<file path="src/rtl/set_assoc_lru_cache_sim_unit_defines.svh">
// Assertion macros shared by the cache simulator RTL.
// No dependencies; included by files that carry concurrent checks.
`ifndef SET_ASSOC_LRU_CACHE_SIM_UNIT_DEFINES_SVH
`define SET_ASSOC_LRU_CACHE_SIM_UNIT_DEFINES_SVH

// same-cycle implication, disabled while reset is asserted
`define SALC_ASSERT_IMPL(lbl, clk, rst_n, ante, cons) \
  lbl: assert property (@(posedge clk) disable iff (!rst_n) (ante) |-> cons) \
    else $error("salc check failed");

// next-cycle implication, disabled while reset is asserted
`define SALC_ASSERT_NEXT(lbl, clk, rst_n, ante, cons) \
  lbl: assert property (@(posedge clk) disable iff (!rst_n) (ante) |=> (cons)) \
    else $error("salc check failed");

`endif

</file>
<file path="src/rtl/salc_ram.sv">
// Generic single-write, single-read synchronous RAM with registered read data.
// No dependencies.
module salc_ram #(
  parameter int WIDTH = 8,
  parameter int DEPTH = 16,
  localparam int AW = (DEPTH > 1) ? $clog2(DEPTH) : 1
) (
  input  logic             clk,
  input  logic             we,
  input  logic [AW-1:0]    waddr,
  input  logic [WIDTH-1:0] wdata,
  input  logic [AW-1:0]    raddr,
  output logic [WIDTH-1:0] rdata
);

  logic [WIDTH-1:0] mem [DEPTH];
  logic [WIDTH-1:0] rdata_r;

  always_ff @(posedge clk) begin
    if (we) begin
      mem[waddr] <= wdata;
    end
    rdata_r <= mem[raddr];
  end

  assign rdata = rdata_r;

endmodule

</file>
<file path="config.mk">
export PLATFORM = sky130hd
export DESIGN_NAME = salc_ram
export DESIGN_NICKNAME = d
export VERILOG_FILES = /design/src/rtl/set_assoc_lru_cache_sim_unit_defines.svh /design/src/rtl/salc_ram.sv
export SDC_FILE = /design/constraint.sdc
export NUM_CORES = 1
export LEC_CHECK = 0
export BUFFER_PORTS_ARGS = -buffer_cell sky130_fd_sc_hd__buf_2
export CORE_ASPECT_RATIO = 0.8
export CORE_MARGIN = 2
export CORE_UTILIZATION = 60
export DETAILED_ROUTE_END_ITERATION = 10
export PLACE_DENSITY = 0.81
export REMOVE_ABC_BUFFERS = 1
export SYNTH_ARGS = -nofsm -noshare
export SYNTH_HDL_FRONTEND = slang
export SYNTH_SLANG_ARGS = --single-unit
</file>
<file path="constraint.sdc">
create_clock -name clk -period 4.2 [get_ports clk]
set_clock_uncertainty 0.15 [all_clocks]
set_input_delay 0.84 -clock clk [delete_from_list [all_inputs] [get_ports clk]]
set_output_delay 0.84 -clock clk [all_outputs]
set_load 0.02 [all_outputs]
</file>
### Word-level counts from Yosys, hierarchy flattened

Memory sizes are Yosys's and may differ from the RTL's. A register that Yosys moved wholly into a read port is not among the register bits.
Cells that the tools add are included.
W data, S select, Z words.

* memories kept: 1
* register bits after elaboration: 0
* bits in read-only memories: 0
* bits in writable memories: 128
* bits in latches: 0
* output and inout port bits: 8

* equality and inequality tests: 0
* multiplexer cells: 2
* reductions and logical operators: 0
* add/subtract/negate cells: 0
* divide/modulo/power cells: 0
* multipliers: 0
* magnitude comparators: 0
* shift operators: 0
* bitwise gates (word level): 0

Memories
* mem: words 16, bits a word 8, read ports 1, clocked after Yosys merged registers in 1, write ports 1, RTL line salc_ram.sv:16 `logic [WIDTH-1:0] mem [DEPTH];`

Operator list (count)
* $mux W1: 2

### Depth between registers and ports, before layout

Gate-level depths: netlist of run 1.

* depth after elaboration: 2
* mapped depth: 5

### Worst setup path before layout of run 1

No wires, ideal clock.

* path type: in2reg
* from: in waddr[2]
* to: mem mem[0][0], enable pin
* slack: 1.717 ns
* data arrival time: 1.950 ns
* path buffers: 0
* cell stages on the path: 2
* setup time: 0.383 ns
* required time: 3.667 ns
* cells stage by stage: or3b_2 nor3_1

RTL lines
* from (decl): RTL line salc_ram.sv:10 `input logic [AW-1:0] waddr,`
* to (decl): RTL line salc_ram.sv:16

No word-level cell before the write port.

==> results of run 1 <==
## cells in the mapped netlist
master                            count
sky130_fd_sc_hd__and2b_1              1
sky130_fd_sc_hd__edfxtp_1           128
sky130_fd_sc_hd__buf_4                1
sky130_fd_sc_hd__a22oi_1             16
sky130_fd_sc_hd__nand3b_1             2
sky130_fd_sc_hd__nand2_1              9
sky130_fd_sc_hd__nand3_1              1
sky130_fd_sc_hd__and2_1               1
sky130_fd_sc_hd__clkdlybuf4s25_2      3
sky130_fd_sc_hd__nor2_1              13
sky130_fd_sc_hd__mux4_2              18
sky130_fd_sc_hd__buf_6                3
sky130_fd_sc_hd__dfxtp_1              8
sky130_fd_sc_hd__or3b_2               1
sky130_fd_sc_hd__buf_2                3
sky130_fd_sc_hd__nor3_1               4
sky130_fd_sc_hd__nand2b_1             2
sky130_fd_sc_hd__mux4_1              14
sky130_fd_sc_hd__nor2b_1              1
## power groups by stage
stage | combinational (mW) | sequential, mW | clock [mW]
finish | 0.143 | 1.53 | 1.48
CTS | 0.144 | 1.53 | 1.50
global placement | 0.138 | 1.55 | 0
global route | 0.154 | 1.53 | 1.55
floorplan | 0.0608 | 1.56 | 0
detailed placement | 0.144 | 1.56 | 0
## tightest hold or removal path: stages, from the launching register on
cell	delay, ns
sky130_fd_sc_hd__edfxtp_1	0.32
sky130_fd_sc_hd__mux4_2	0.22
sky130_fd_sc_hd__a22oi_1	0.06
sky130_fd_sc_hd__nand2_1	0.06
## cells in the final DEF, fill, tap and decap left out
cell type / synthesis / routed
sky130_fd_sc_hd__bufinv_16: 0 / 4
sky130_fd_sc_hd__clkbuf_16: 0 / 16
sky130_fd_sc_hd__dfxtp_1: 8 / 8
sky130_fd_sc_hd__nor3_1: 4 / 4
sky130_fd_sc_hd__nor2b_1: 1 / 1
sky130_fd_sc_hd__clkinv_4: 0 / 2
sky130_fd_sc_hd__and2_1: 1 / 1
sky130_fd_sc_hd__nand3b_1: 2 / 2
sky130_fd_sc_hd__nand2b_1: 2 / 2
sky130_fd_sc_hd__clkinvlp_4: 0 / 3
sky130_fd_sc_hd__clkbuf_8: 0 / 1
sky130_fd_sc_hd__buf_4: 1 / 6
sky130_fd_sc_hd__clkbuf_1: 0 / 1
sky130_fd_sc_hd__clkinv_2: 0 / 2
sky130_fd_sc_hd__a22oi_1: 16 / 16
sky130_fd_sc_hd__and2b_1: 1 / 1
sky130_fd_sc_hd__buf_2: 3 / 25
sky130_fd_sc_hd__mux4_2: 18 / 18
sky130_fd_sc_hd__nand3_1: 1 / 1
sky130_fd_sc_hd__nor2_1: 13 / 13
sky130_fd_sc_hd__nand2_1: 9 / 9
sky130_fd_sc_hd__mux4_1: 14 / 14
sky130_fd_sc_hd__or3b_2: 1 / 1
sky130_fd_sc_hd__edfxtp_1: 128 / 128
sky130_fd_sc_hd__clkinv_1: 0 / 3
## cell families after synthesis
logic type      count (synthesis)
flops                         136
compound gates                 16
buf+inv                        10
simple gates                   35
mux                            32
## worst max path at each step
stage | from | end | slack [ns]
after global routing | raddr[0] | rdata[3]$_DFF_P_ | 1.77
after global placement | raddr[0] | rdata[5]$_DFF_P_ | 1.39
after floorplan | waddr[2] | mem[0][0]$_DFFE_PP_ | 1.72
after CTS | raddr[0] | rdata[3]$_DFF_P_ | 1.83
final | raddr[0] | rdata[3]$_DFF_P_ | 1.83
after detailed placement | raddr[0] | rdata[3]$_DFF_P_ | 1.33
## per-layer routing
layer	GRT usage	vias to the layer above	wire, um	part of all wire
met5	0	-	0	0
met3	0.06767	6	894	0.094
met2	0.3551	114	4646	0.49
met1	0.3264	1227	3890	0.41
li1	-	1054	-	-
met4	0.07692	0	90	0.0095
## registers in the layout, summed over array words and instances (netlist names)
register and count:
mem 128, rdata 8
## layout make-up
cell class / count / share of cell area
Sequential cell: 136 / 0.6706
Multi-Input combinational cell: 83 / 0.1771
Tap cell: 112 / 0.02347
Clock buffer: 18 / 0.06999
Timing Repair Buffer: 31 / 0.02850
Clock inverter: 14 / 0.03039
==> results.json, run 1 <==
{
  "outcome": "finished clean",
  "min_from": "mem[12][4]$_DFFE_PP_",
  "core_area_um2": 8408,
  "antenna_cells_inserted": 0,
  "combinationalPowerShare": 0.045,
  "dpl_cell_area_um2": 5371,
  "worst_r2r_startpoint": "mem[3][3]$_DFFE_PP_",
  "clock_pin_transition_on_the_worst_setup_and_hold_timing_paths_ns": 0.06,
  "cpPeakStageDelay_ns": 0.59,
  "wirelength_um": 9521,
  "final_routed_drc_violation_total": 0,
  "final_setup_margin_ns": 1.830,
  "synth_area_per_cell_um2": 22.48,
  "post-route-period-util": 0.5644,
  "final_util": 0.7101,
  "netlist_top_cells_area": "sky130_fd_sc_hd__edfxtp_1 (75%), sky130_fd_sc_hd__mux4_2 (7.9%), sky130_fd_sc_hd__mux4_1 (7.1%)",
  "design_power_total_mw": 3.148,
  "cp_top_family": "buffers and inverters",
  "drt-initial-drc-count": 220,
  "synth-xor-area-share": 0,
  "reg2reg_slack_ns": 2.65,
  "core.rowCount": 30,
  "clk_path_buf_depth": 2,
  "synth_area_leader_cell": "sky130_fd_sc_hd__edfxtp_1",
  "tritoncts_clock_tree": "done",
  "leakagePower_nw": 2.008,
  "timing.rr.end": "rdata[3]$_DFF_P_",
  "layout-area-overhead-vs-synth_pct": 15.99,
  "worst-slew-pin-transition_ns": 0.9455,
  "endpoint_kind": "register",
  "cts_made_buffers": 17,
  "setup_viol": 0,
  "max_clock_freq_ghz": 0.4219,
  "crit_cells": 5,
  "floorplan.die.height_um": 86.85,
  "hpwl_um": 5978,
  "die_area_um2": 9341,
  "timing.critical_path.required_ns": 4.43,
  "min_path_cells": 3,
  "final_hold_viol_count": 0,
  "layout_min_cycle_time_ns": 2.370,
  "grt_start_max_net_pins": 33,
  "holdPathEnd": "rdata[4]$_DFF_P_",
  "synth_simple_gate_area_share": 0.03184,
  "synth-seq-cells": 136,
  "route.detailed.vias_per_inst": 6.094,
  "routedWlPerCell_um": 24.16,
  "post_synth_inst_count": 229,
  "seq_power_share": 0.485,
  "worst_path_max_delay_cell": "sky130_fd_sc_hd__mux4_1",
  "post_synth_fa_ha_maj_area_fraction": 0,
  "synth.area.mux_share": 0.1502,
  "grt_pass1_vias": 2581,
  "setup_repair_after_global_routing_missed_its_margin": "no",
  "die_w_um": 107.6,
  "startpoint_type": "input port",
  "vias": 2401,
  "grt_use_total": 0.2310,
  "crit_arrival_ns": 2.60,
  "internal_power_mw": 2.530,
  "multi_input_combinational_cell_area_um2": 1057,
  "post_cts.repair.setup_buffers": 0,
  "cts_resized": 0,
  "synth_compound_area_frac": 0.02333,
  "antenna_left": 0,
  "filler_cell_count": 510,
  "dpl_worst_slack_ns": 1.329,
  "critical_path_peak_fanout": 15,
  "cellPowerDensity_nw_per_um2": 527.2,
  "worstSkewPairLatency_ns": 0.51,
  "synth_unique_cells": 19,
  "hold_buffers": 0,
  "floorplan.initialDensity": 0.6122,
  "timing.critical_path.buf_inv": 2,
  "grt_remaining_overflow": 0,
  "fin_tns_setup_ns": 0,
  "power.share.switching": 0.1964,
  "yosysTopAreaCellShare": 0.7467,
  "slew_viol_final": 0,
  "seq_total_area_yosys": 0.7778,
  "final_design_area_excluding_fillers_um2": 5971,
  "placed_cells_incl_taps": 362,
  "worstSetupPathType": "in2reg",
  "initial_antenna_violation_count": 0,
  "hold_crit_class": "reg2reg",
  "finalNetCount": 287,
  "power.clock.fraction": 0.469,
  "finalNonFillerCells": 394,
  "ys_warn_count": 0,
  "boundaryPins": 26,
  "cts_root_buf": "sky130_fd_sc_hd__clkbuf_8",
  "drt_pass1_iterations": 4,
  "clock-sinks": 136,
  "wire_length_of_the_first_global_routing_pass_um": 14660,
  "htree_levels": 4,
  "cap_viol_max_count": 0,
  "worst-r2r-cell-count": 3,
  "synth_top_family_by_area": "multiplexers",
  "synth_area_um2": 5147,
  "power.switching_uw": 618.1,
  "path_cells": "buf_2 -> buf_4 -> mux4_1 -> a22oi_1 -> nand2_1",
  "irDropWorstVdd_mv": 0.3713,
  "drive_gt1_frac": 0.2766,
  "hold_slack_ns": 0.5337,
  "slew_headroom": 0.3674,
  "port_buffers": 25,
  "place.gp.congestion": 0.7567,
  "seq_area_um2": 4004
}
(Power assumes the default switching activity.)
==> run 2: changes to the inputs <==
- ABC_AREA: not set -> 1
- CORE_UTILIZATION: 60 -> 55
- PLACE_DENSITY: 0.81 -> 0.78
- clock period: 4.2 -> 2.1 ns (I/O delays scaled with it)
==> results.json, run 2 <==
{
  "synth_area_leader_cell": "sky130_fd_sc_hd__edfxtp_1",
  "design_power_total_mw": 6.292,
  "cellPowerDensity_nw_per_um2": 946.8,
  "fin_tns_setup_ns": 0,
  "core.rowCount": 33,
  "floorplan.initialDensity": 0.5632,
  "worstSkewPairLatency_ns": 0.41,
  "final_util": 0.6489,
  "slew_viol_final": 0,
  "power.clock.fraction": 0.452,
  "layout_min_cycle_time_ns": 1.575,
  "cts_resized": 0,
  "internal_power_mw": 4.964,
  "worst_r2r_startpoint": "mem[1][2]$_DFFE_PP_",
  "combinationalPowerShare": 0.062,
  "die_w_um": 118.5,
  "routedWlPerCell_um": 17.01,
  "grt_pass1_vias": 3662,
  "startpoint_type": "register",
  "grt_use_total": 0.2429,
  "synth_async_sr_flop_share": 0,
  "seq_total_area_yosys": 0.6943,
  "critical_path_peak_fanout": 1,
  "leakagePower_nw": 2.915,
  "timing.critical_path.buf_inv": 1,
  "wire_length_of_the_first_global_routing_pass_um": 19890,
  "boundaryPins": 26,
  "route.detailed.vias_per_inst": 5.329,
  "vias": 3970,
  "path_cells": "buf_2",
  "setup_repair_after_global_routing_missed_its_margin": "no",
  "synth_unique_cells": 12,
  "final_setup_margin_ns": 0.5251,
  "crit_path_start": "rdata[2]$_DFF_P_",
  "primary_ff_master_synth": "sky130_fd_sc_hd__edfxtp_1",
  "antenna_cells_inserted": 0,
  "largest-register": "mem",
  "hold_crit_class": "in2reg",
  "synth_area_per_cell_um2": 10.47,
  "worst-slew-pin-transition_ns": 0.6598,
  "cpPeakStageDelay_ns": 0.39,
  "finalNetCount": 610,
  "max_clock_freq_ghz": 0.6350,
  "power.share.switching": 0.2111,
  "place.gp.congestion": 0.8367,
  "grt_start_max_net_pins": 50,
  "final_hold_viol_count": 0,
  "post-route-period-util": 0.7499,
  "cap_viol_max_count": 0,
  "slew_headroom": 0.5595,
  "wirelength_um": 12670,
  "hpwl_um": 7750,
  "outcome": "finished clean",
  "endpoint_kind": "primary output",
  "filler_cell_count": 789,
  "crit_arrival_ns": 1.00,
  "cts_made_buffers": 17,
  "cts_root_buf": "sky130_fd_sc_hd__clkbuf_16",
  "synth_enable_flop_cells": 128,
  "irDropWorstVdd_mv": 0.9628,
  "hold_buffers": 0,
  "clk_path_buf_depth": 2,
  "die_area_um2": 11320,
  "yosysMostFrequentCell": "sky130_fd_sc_hd__nand2_1",
  "post_synth_most_frequent_cells": "sky130_fd_sc_hd__nand2_1 (173), sky130_fd_sc_hd__edfxtp_1 (128), sky130_fd_sc_hd__inv_1 (100)",
  "final_routed_drc_violation_total": 0,
  "dpl_worst_slack_ns": 0.1924,
  "htree_levels": 4,
  "ys_warn_count": 0,
  "layout-area-overhead-vs-synth_pct": 15.23,
  "most_common_cell_after_layout_fill_and_taps_aside": "sky130_fd_sc_hd__nand2_1",
  "grt_remaining_overflow": 0,
  "tritoncts_clock_tree": "done",
  "post_synth_inst_count": 551,
  "drt-initial-drc-count": 441,
  "initial_antenna_violation_count": 0,
  "antenna_left": 0,
  "post_cts.repair.setup_buffers": 0,
  "netlist_top_cells_area": "sky130_fd_sc_hd__edfxtp_1 (67%), sky130_fd_sc_hd__nand2_1 (11%), sky130_fd_sc_hd__nand3_1 (8.4%)",
  "cp_top_family": "flip-flops",
  "drive_gt1_frac": 0.1256,
  "core_area_um2": 10240,
  "largest_register_ff_count": 128,
  "setup_viol": 0,
  "synth-seq-cells": 136,
  "seq_power_share": 0.486,
  "drt_pass1_iterations": 5,
  "clock_pin_transition_on_the_worst_setup_and_hold_timing_paths_ns": 0.05,
  "yosysTopAreaCellShare": 0.6665,
  "port_buffers": 25,
  "power.switching_mw": 1.328,
  "floorplan.die.height_um": 95.59,
  "timing.critical_path.required_ns": 1.53,
  "layout.cells.most_common_list": "sky130_fd_sc_hd__nand2_1 (173), sky130_fd_sc_hd__edfxtp_1 (128), sky130_fd_sc_hd__inv_1 (100)",
  "min_from": "raddr[3]",
  "clock-sinks": 136,
  "worst_path_max_delay_cell": "sky130_fd_sc_hd__dfxtp_1",
  "worstSetupPathType": "reg2out",
  "synth_area_um2": 5767
}
## run 2: cell type report
cell class / instances / area (um^2) / area share
sequential: 136 / 4004 / 0.6025
inverter: 102 / 382.9 / 0.05762
clock inverter: 10 / 100.1 / 0.01506
timing repair buffer: 46 / 295.3 / 0.04444
tap: 140 / 175.2 / 0.02636
multi-input combinational: 289 / 1214 / 0.1826
clock buffer: 22 / 474.2 / 0.07136
## run 2: kinds of logic (layout without fill, tap and decap cells)
group,count (synthesis),in the layout,share of synthesized area
and+or+nand+nor,289,289,0.2105
DFF,136,136,0.6943
buffers and inverters,126,180,0.09525
## run 2: metal layers
layer,up-vias,part of all wire,wire [um],GRT usage
met5,-,0,0,0
met4,0,0.020,250,0.09425
met3,22,0.098,1248,0.06579
met2,210,0.46,5878,0.3882
met1,1882,0.42,5294,0.3230
li1,1856,-,-,-
## run 2: final timing paths
kind / endpoint / slack (ns) / depth (start not counted)
max reg2reg: rdata[2]$_DFF_P_ / 0.81 / 6
min: rdata[6]$_DFF_P_ / 0.20 / 3
min reg2reg: rdata[6]$_DFF_P_ / 0.53 / 6
max: rdata[2] / 0.53 / 1
## run 2: power by group through the flow
stage          Combinational [mW]  Clock [mW]  Sequential, mW
2_1_floorplan               0.164           0            3.13
3_3_place_gp                0.371           0            3.11
3_5_place_dp                0.380           0            3.11
4_1_cts                     0.384        2.88            3.06
5_1_grt                     0.427        3.00            3.06
6_report                    0.387        2.84            3.06
## run 2: metrics by stage
| stage | instances | area (um^2) | hold slack (ns) |
|---|---|---|---|
| floorplan | 527 | 5600 | 0.3689 |
| global placement | 713 | 6071 | 0.4855 |
| detailed placement | 713 | 6071 | 0.5121 |
| CTS | 745 | 6645 | 0.1843 |
| global route | 745 | 6645 | 0.1941 |
| finish | 745 | 6645 | 0.1961 |
